<file path="src/rtl/core/atit_pkg.sv">
// Shared types and constants of the four-quadrant angle pipeline.
package atit_pkg;

   localparam int COORD_W  = 16;
   localparam int ANGLE_W  = 16;
   // The ratio min/max in Q1.16 runs 0..65536, so it needs one integer bit.
   localparam int QUO_BITS = 17;

   localparam logic [11:0]          COEF_B       = 12'd2847;
   localparam logic [QUO_BITS:0]    ONE_TURN     = 18'h10000;
   localparam logic [13:0]          EIGHTH_TURN  = 14'd8192;
   localparam logic [ANGLE_W-1:0]   QUARTER_TURN = 16'd16384;
   localparam logic [ANGLE_W-1:0]   HALF_TURN    = 16'd32768;

   typedef struct packed {
      logic steep;
      logic neg_x;
      logic neg_y;
      logic origin;
   } flags_type;

   typedef struct packed {
      logic [COORD_W-1:0]  hi;
      logic [QUO_BITS-1:0] rem;
      logic [QUO_BITS-1:0] quo;
      flags_type           flags;
   } cell_data_type;

endpackage

</file>
<file path="src/rtl/core/atit_div_cell.sv">
// One restoring-division cell: resolves one quotient bit of min/max per beat.
module atit_div_cell
   import atit_pkg::*;
(
   input  logic          clock,
   input  logic          reset,
   input  logic          up_valid,
   input  cell_data_type up_data,
   output logic          up_ready,
   output logic          dn_valid,
   output cell_data_type dn_data,
   input  logic          dn_ready
);

   logic          valid_ff;
   logic          valid_in;
   cell_data_type data_ff;
   cell_data_type data_in;
   logic          take_bit;
   logic [QUO_BITS-1:0] diff;

   assign up_ready = !valid_ff || dn_ready;
   assign valid_in = up_ready ? up_valid : valid_ff;

   always_comb begin
      take_bit = (up_data.rem >= {1'b0, up_data.hi});
      diff     = up_data.rem - (take_bit ? {1'b0, up_data.hi} : '0);
      data_in       = up_data;
      // The remainder stays below the divisor, so doubling it fits.
      data_in.rem   = {diff[QUO_BITS-2:0], 1'b0};
      data_in.quo   = {up_data.quo[QUO_BITS-2:0], take_bit};
   end

   always_ff @(posedge clock) begin
      if (reset) begin
         valid_ff <= 1'b0;
      end else begin
         valid_ff <= valid_in;
      end
   end

   always_ff @(posedge clock) begin
      if (up_ready && up_valid) begin
         data_ff <= data_in;
      end
   end

   assign dn_valid = valid_ff;
   assign dn_data  = data_ff;

endmodule

</file>
<file path="src/rtl/core/atit_poly.sv">
// Polynomial on the ratio, octant and quadrant reflection, and the result register.
module atit_poly
   import atit_pkg::*;
(
   input  logic                clock,
   input  logic                reset,
   input  logic                up_valid,
   input  cell_data_type       up_data,
   output logic                up_ready,
   output logic                rsp_tvalid,
   input  logic                rsp_tready,
   output logic [ANGLE_W-1:0]  rsp_tdata
);

   logic                a_valid_ff, a_valid_in, a_ready;
   logic [QUO_BITS-1:0] a_z_ff;
   logic [13:0]         a_inner_ff;
   flags_type           a_flags_ff;

   logic                b_valid_ff, b_valid_in, b_ready;
   logic [13:0]         b_base_ff;
   flags_type           b_flags_ff;

   logic                c_valid_ff, c_valid_in, c_ready;
   logic [ANGLE_W-1:0]  c_angle_ff;

   logic [QUO_BITS-1:0] z_compl;
   logic [28:0]         prod_a;
   logic [13:0]         inner;
   logic [30:0]         prod_b;
   logic [ANGLE_W-1:0]  oct_angle;
   logic [ANGLE_W-1:0]  half_angle;
   logic [ANGLE_W-1:0]  full_angle;

   assign c_ready  = !c_valid_ff || rsp_tready;
   assign b_ready  = !b_valid_ff || c_ready;
   assign a_ready  = !a_valid_ff || b_ready;
   assign up_ready = a_ready;

   assign a_valid_in = a_ready ? up_valid   : a_valid_ff;
   assign b_valid_in = b_ready ? a_valid_ff : b_valid_ff;
   assign c_valid_in = c_ready ? b_valid_ff : c_valid_ff;

   always_comb begin
      z_compl = QUO_BITS'(ONE_TURN - {1'b0, up_data.quo});
      prod_a  = 29'(COEF_B) * 29'(z_compl);
      inner   = EIGHTH_TURN + {1'b0, prod_a[28:16]};
      prod_b  = 31'(a_z_ff) * 31'(a_inner_ff);
   end

   always_comb begin
      oct_angle  = b_flags_ff.steep ? (QUARTER_TURN - {2'b00, b_base_ff})
                                    : {2'b00, b_base_ff};
      half_angle = b_flags_ff.neg_x ? (HALF_TURN - oct_angle) : oct_angle;
      full_angle = b_flags_ff.neg_y ? (ANGLE_W'(0) - half_angle) : half_angle;
      if (b_flags_ff.origin) begin
         full_angle = '0;
      end
   end

   always_ff @(posedge clock) begin
      if (reset) begin
         a_valid_ff <= 1'b0;
         b_valid_ff <= 1'b0;
         c_valid_ff <= 1'b0;
      end else begin
         a_valid_ff <= a_valid_in;
         b_valid_ff <= b_valid_in;
         c_valid_ff <= c_valid_in;
      end
   end

   always_ff @(posedge clock) begin
      if (a_ready && up_valid) begin
         a_z_ff     <= up_data.quo;
         a_inner_ff <= inner;
         a_flags_ff <= up_data.flags;
      end
      if (b_ready && a_valid_ff) begin
         // The base angle never exceeds one eighth turn.
         b_base_ff  <= prod_b[29:16];
         b_flags_ff <= a_flags_ff;
      end
      if (c_ready && b_valid_ff) begin
         c_angle_ff <= full_angle;
      end
   end

   assign rsp_tvalid = c_valid_ff;
   assign rsp_tdata  = c_angle_ff;

   // A ratio of exactly one leaves no fractional bits.
   a_ratio_one : assert property (@(posedge clock) disable iff (reset)
      (a_valid_ff && !a_flags_ff.origin && a_z_ff[QUO_BITS-1]) |->
      (a_z_ff[QUO_BITS-2:0] == '0))
      else $error("ratio above one turn fraction");

   a_inner_range : assert property (@(posedge clock) disable iff (reset)
      a_valid_ff |-> ((a_inner_ff >= EIGHTH_TURN) &&
                      (a_inner_ff <= (EIGHTH_TURN + 14'(COEF_B)))))
      else $error("polynomial inner term out of range");

   a_base_range : assert property (@(posedge clock) disable iff (reset)
      (b_valid_ff && !b_flags_ff.origin) |-> (b_base_ff <= EIGHTH_TURN))
      else $error("base angle beyond one eighth turn");

endmodule

</file>
<file path="src/rtl/core/atan2_angle_in_turns_top.sv">
// Top level of the four-quadrant arctangent pipeline returning turns.
//
// Channels: req_ carries one coordinate pair per beat, rsp_ returns one
// angle per beat as an unsigned fraction of a full turn (65536 = one turn).
// Both sides use a valid/ready handshake; a beat moves when both are high.
// There is no configuration port and the block keeps no state between items.
//
// From an accepted request to rsp_tvalid an item passes a front register that
// folds the point into the first octant, the chain of division cells (one
// quotient bit of min/max per cell), two multiplier stages for the
// polynomial and one stage for the reflections and the result register.
// Throughput is one item per cycle while the receiver keeps rsp_tready high;
// every stage has its own valid bit and fills bubbles independently, so a new
// request is taken whenever the first stage is empty or moving on.
//
// Reset clears all valid bits; the pipeline is empty and ready afterwards.
// When the receiver holds rsp_tready low the result stays in place, stages
// behind it keep filling, and req_tready falls only when the whole pipe is full.
module atan2_angle_in_turns_top
   import atit_pkg::*;
(
   input  logic                   clock,
   input  logic                   reset,
   input  logic                   req_tvalid,
   output logic                   req_tready,
   input  logic [2*COORD_W-1:0]   req_tdata,   // coord_y[15:0], coord_x[31:16]
   output logic                   rsp_tvalid,
   input  logic                   rsp_tready,
   output logic [ANGLE_W-1:0]     rsp_tdata    // angle_turns[15:0]
);

   logic [COORD_W-1:0] coord_y;
   logic [COORD_W-1:0] coord_x;
   logic [COORD_W-1:0] mag_x;
   logic [COORD_W-1:0] mag_y;
   cell_data_type      front_in;

   logic               front_valid_ff;
   logic               front_valid_in;
   cell_data_type      front_ff;

   logic               chain_valid [QUO_BITS+1];
   logic               chain_ready [QUO_BITS+1];
   cell_data_type      chain_data  [QUO_BITS+1];

   assign coord_y = req_tdata[COORD_W-1:0];
   assign coord_x = req_tdata[2*COORD_W-1:COORD_W];

   always_comb begin
      // The most negative code has magnitude 32768, which still fits unsigned.
      mag_x = coord_x[COORD_W-1] ? (~coord_x + COORD_W'(1)) : coord_x;
      mag_y = coord_y[COORD_W-1] ? (~coord_y + COORD_W'(1)) : coord_y;
      front_in.flags.steep  = (mag_y > mag_x);
      front_in.flags.neg_x  = coord_x[COORD_W-1];
      front_in.flags.neg_y  = coord_y[COORD_W-1];
      front_in.flags.origin = (coord_x == '0) && (coord_y == '0);
      front_in.hi  = front_in.flags.steep ? mag_y : mag_x;
      front_in.rem = {1'b0, (front_in.flags.steep ? mag_x : mag_y)};
      front_in.quo = '0;
   end

   assign req_tready     = !front_valid_ff || chain_ready[0];
   assign front_valid_in = req_tready ? req_tvalid : front_valid_ff;

   always_ff @(posedge clock) begin
      if (reset) begin
         front_valid_ff <= 1'b0;
      end else begin
         front_valid_ff <= front_valid_in;
      end
   end

   always_ff @(posedge clock) begin
      if (req_tready && req_tvalid) begin
         front_ff <= front_in;
      end
   end

   assign chain_valid[0] = front_valid_ff;
   assign chain_data[0]  = front_ff;

   for (genvar i = 0; i < QUO_BITS; i++) begin : g_cell
      atit_div_cell u_cell (
         .clock    (clock),
         .reset    (reset),
         .up_valid (chain_valid[i]),
         .up_data  (chain_data[i]),
         .up_ready (chain_ready[i]),
         .dn_valid (chain_valid[i+1]),
         .dn_data  (chain_data[i+1]),
         .dn_ready (chain_ready[i+1])
      );
   end

   atit_poly u_poly (
      .clock      (clock),
      .reset      (reset),
      .up_valid   (chain_valid[QUO_BITS]),
      .up_data    (chain_data[QUO_BITS]),
      .up_ready   (chain_ready[QUO_BITS]),
      .rsp_tvalid (rsp_tvalid),
      .rsp_tready (rsp_tready),
      .rsp_tdata  (rsp_tdata)
   );

endmodule
</file>
<file path="config.mk">
export PLATFORM = sky130hd
export DESIGN_NAME = atan2_angle_in_turns_top
export DESIGN_NICKNAME = d
export VERILOG_FILES = /design/src/rtl/core/atit_pkg.sv /design/src/rtl/core/atit_div_cell.sv /design/src/rtl/core/atit_poly.sv /design/src/rtl/core/atan2_angle_in_turns_top.sv
export SDC_FILE = /design/constraint.sdc
export NUM_CORES = 2
export LEC_CHECK = 0
export BUFFER_PORTS_ARGS = -buffer_cell sky130_fd_sc_hd__buf_2
export CORE_UTILIZATION = 40
export DETAILED_ROUTE_END_ITERATION = 8
export GPL_TIMING_DRIVEN = 0
export SLEW_MARGIN = 0
export SYNTH_ARGS = -nofsm -noshare
export SYNTH_HDL_FRONTEND = slang
export SYNTH_SLANG_ARGS = --single-unit
</file>
<file path="constraint.sdc">
create_clock -name clock -period 8.4 [get_ports clock]
set_clock_uncertainty 0.05 [all_clocks]
set_input_delay 0.84 -clock clock [delete_from_list [all_inputs] [get_ports clock]]
set_output_delay 0.84 -clock clock [all_outputs]
set_load 0.1 [all_outputs]
</file>
==> results by group <==
Critical path
  – Crit-path max FO: 6
  – R2R Setup Slk: 0.70 ns
  – CP startpoint kind: flop
  – Worst r2r src: g_cell[16].u_cell.dn_data[6]
  – FF-to-FF End: u_poly.a_inner_ff[12]
  – Crit path DAT: 8.10 ns
  – Register-to-Register Path Depth: 25
  – Type of the worst setup path: reg2reg
  – WP data required: 8.80 ns
  – CP endpoint kind: flop

CTS
  – CTS H-tree lvls: 3
  – Sink Count: 858
  – CTS tree: built
  – Setup Fix Bufs, Post-CTS: 0
  – Number of buffers inserted by hold repair at cts: 0
  – CTS resizes: 0
  – CTS clk-pin slew, worst paths: 0.06 ns
  – CTS root buf: clkbuf_16
  – Worst skew pair latency: 0.70 ns
  – Clock tree buffer depth: 3
  – Number of buffers created by CTS: 94

Outcome
  – Failing checks: DRC
  – Outcome: finished with violations

Yosys
  – Post-synthesis register bit count: 858
  – Top post-synthesis cells by count: edfxtp_1 (837), inv_1 (729), ha_1 (695), nand2_1 (529), nor2_1 (283)
  – Area share of the largest cell type after synthesis: 0.4325
  – Syn Nets: 6,238
  – Yosys cell types: 85
  – Sequential area share after synthesis: 0.4397
  – Most frequent cell after synthesis: edfxtp_1
  – Mean Syn Cell Area: 11.08 µm²
  – Share of flip-flops with an asynchronous set or reset: 0
  – Mapped cell area: 58,120 µm²
  – Top cells by area, synth: edfxtp_1 (43%), ha_1 (15%), fa_1 (9.1%)
  – Post-synth top area cell: edfxtp_1
  – Number of standard cells after synthesis: 5,243
  – Post-synth EDFFs: 837
  – Ys Warns: 0
  – Synth Flop Type: edfxtp_1

STA
  – Post-route setup slack: 0.6952 ns
  – Min Clock Period, post-route: 7.705 ns
  – RSZ-0062 raised after global routing: no
  – Fin. max-slew vios: 0
  – Setup_tns: 0 ns
  – Max-slew headroom: 0.2721
  – Max frequency: 0.1298 GHz
  – Final Cycle Share: 0.9172
  – Final hold violation count: 0
  – # setup viols final: 0
  – Worst Tran Pin Value: 1.088 ns

Floorplan
  – Die area: 146,800 µm²
  – Initial Util: 0.4041
  – Die height: 383.2 µm
  – Site Rows: 139
  – Chip Width: 383.2 µm
  – Core Area: 143,800 µm²
  – IO Pins: 54

Final layout
  – Final Net Count: 6,407
  – Layout cells sized above 1: 0.05425
  – Area Overhead vs Synth: 11.13%

Hold path
  – Hold Crit Start: reset
  – Hold Path Cell Cnt: 2
  – Hold EP: g_cell[14].u_cell.dn_valid
  – Hold Crit Class: in2reg

Pwr
  – Pwr dens: 151.0 nW/µm²
  – IR drop worst, VDD: 0.1606 mV
  – Leak Pwr: 27.17 nW

Route
  – Final antenna-violating net count: 0
  – Vias: 37,517
  – Vias per Instance: 5.072
  – Routed WL: 115,600 µm
  – WL per Instance: 15.62 µm
  – # DRC: 4
  – Initial DRC Count: 1,800
  – DR pass1 iterations: 7

GRT
  – GRT Total Usage: 0.1611
  – GRT met2 Usage: 0.2917
  – Grt met1 use: 0.1931
  – Gr busiest metal: met2
  – Initial antenna violation count: 2
  – Largest net degree at the start of global routing: 38
  – Met3 usage: 0.02365
  – Vias in the first global route: 38,327
  – First-pass GRT wire length: 192,800 µm
  – Grt total ovfl: 0

Place
  – Hpwl dp: 92,740 µm
  – Placer congestion estimate: 0.8327
  – # port buffers: 53
  – Setup WS pre-CTS: 0.5365 ns

Run
  – Max-cap violations: 0
==> critical path, stage by stage, from the launching register on <==
cell	delay [ns]
edfxtp_1	0.57
nor2_1	0.21
nand2_1	0.12
nor4_1	0.28
nand3b_1	0.21
or2_2	0.35
xor2_1	0.56
inv_1	0.26
fa_1	0.58
inv_1	0.05
fa_1	0.49
fa_1	0.57
inv_1	0.06
fa_1	0.51
inv_1	0.05
ha_1	0.32
and3_1	0.17
nand3_1	0.13
nor3_1	0.08
a22oi_1	0.37
a21oi_1	0.21
o2111ai_1	0.38
nand2_1	0.18
o41a_1	0.44
a21oi_1	0.19
xnor2_1	0.08
==> sequential cells by signal (all words and copies together) (netlist names) <==
register,flops
u_poly.b_base_ff,14
u_poly.a_flags_ff,4
u_poly.a_valid_ff,1
chain_data,36
u_poly.a_inner_ff,13
front_valid_ff,1
u_poly.rsp_tvalid,1
g_cell.u_cell.dn_data,733
u_poly.rsp_tdata,16
u_poly.b_valid_ff,1
u_poly.b_flags_ff,4
g_cell.u_cell.dn_valid,17
u_poly.a_z_ff,17
==> layer usage <==
| layer | vias up | wire [µm] |
|---|---|---|
| met5 | - | 13 |
| met4 | 2 | 3959 |
| met3 | 215 | 3896 |
| met2 | 522 | 58270 |
| met1 | 17992 | 49440 |
| li1 | 18786 | - |
==> cells by family (layout without fill, tap and decap cells) <==
logic type | after synthesis | in the layout | share of synthesized area
other | 0 | 1 | 0
AO/OA/AOI/OAI | 825 | 825 | 0.09402
flip-flops | 858 | 858 | 0.4397
adder cells (fa/ha/maj) | 960 | 960 | 0.2407
XOR/XNOR | 305 | 305 | 0.04635
AND/OR/NAND/NOR | 1439 | 1439 | 0.1184
multiplexers | 45 | 45 | 0.007772
buffers and inverters | 811 | 1061 | 0.05305
==> worst max path at each step <==
stage / from / to / slack, ns / depth (start not counted)
floorplan: g_cell[16].u_cell.dn_data[6] / u_poly.a_inner_ff[12] / 1.93 / 25
global placement: rsp_tready / g_cell[8].u_cell.dn_data[47] / 0.61 / 9
detailed placement: g_cell[16].u_cell.dn_data[6] / u_poly.a_inner_ff[12] / 0.54 / 25
CTS: g_cell[16].u_cell.dn_data[6] / u_poly.a_inner_ff[12] / 0.47 / 25
global route: g_cell[16].u_cell.dn_data[6] / u_poly.a_inner_ff[12] / 0.06 / 25
finish: g_cell[16].u_cell.dn_data[6] / u_poly.a_inner_ff[12] / 0.70 / 25
==> cell type report <==
cell class,instances,area [µm²]
Antenna cell,1,2.502
Fill cell,13285,79240
Clock buffer,107,2401
Clock inverter,70,802.0
Inverter,729,2736
Multi-Input combinational cell,3574,29670
Sequential cell,858,25550
Buffer,82,346.6
Tap cell,1903,2381
Timing Repair Buffer,73,690.7
==> report_power, final <==
| group | switching, W | internal (W) | leakage (nW) |
|---|---|---|---|
| clock | 0.00178 | 0.00246 | 1.53 |
| sequential | 0.0000410 | 0.00475 | 7.74 |
| combinational | 0.000403 | 0.000321 | 17.9 |
| total | 0.00222 | 0.00753 | 27.2 |
==> through the flow <==
stage	instance area, µm²	util	std cells	total power (W)	hold slack (ns)
final	64580	0.4490	7397	0.009752	0.2810
after global routing	64580	0.4490	7397	0.01015	0.2390
after CTS	64570	0.4489	7396	0.009891	0.2156
after detailed placement	61370	0.4267	7219	0.005614	0.3545
after global placement	60760	0.4225	7199	0.005591	0.3501
after floorplan	58120	-	5243	0.005435	0.3503
==> layout by cell type, fill, tap and decap left out, types with 49 or more instances in the layout <==
cell	n
edfxtp_1	837
inv_1	729
ha_1	695
nand2_1	529
nor2_1	282
fa_1	264
a21oi_1	211
xnor2_1	198
o21ai_0	152
nor3_1	118
and2_1	106
xor2_1	103
a21o_1	102
clkbuf_16	94
clkbuf_1	83
nand3_1	80
buf_2	60
nor2b_1	55
o21a_1	49
(Power assumes the default switching activity.)
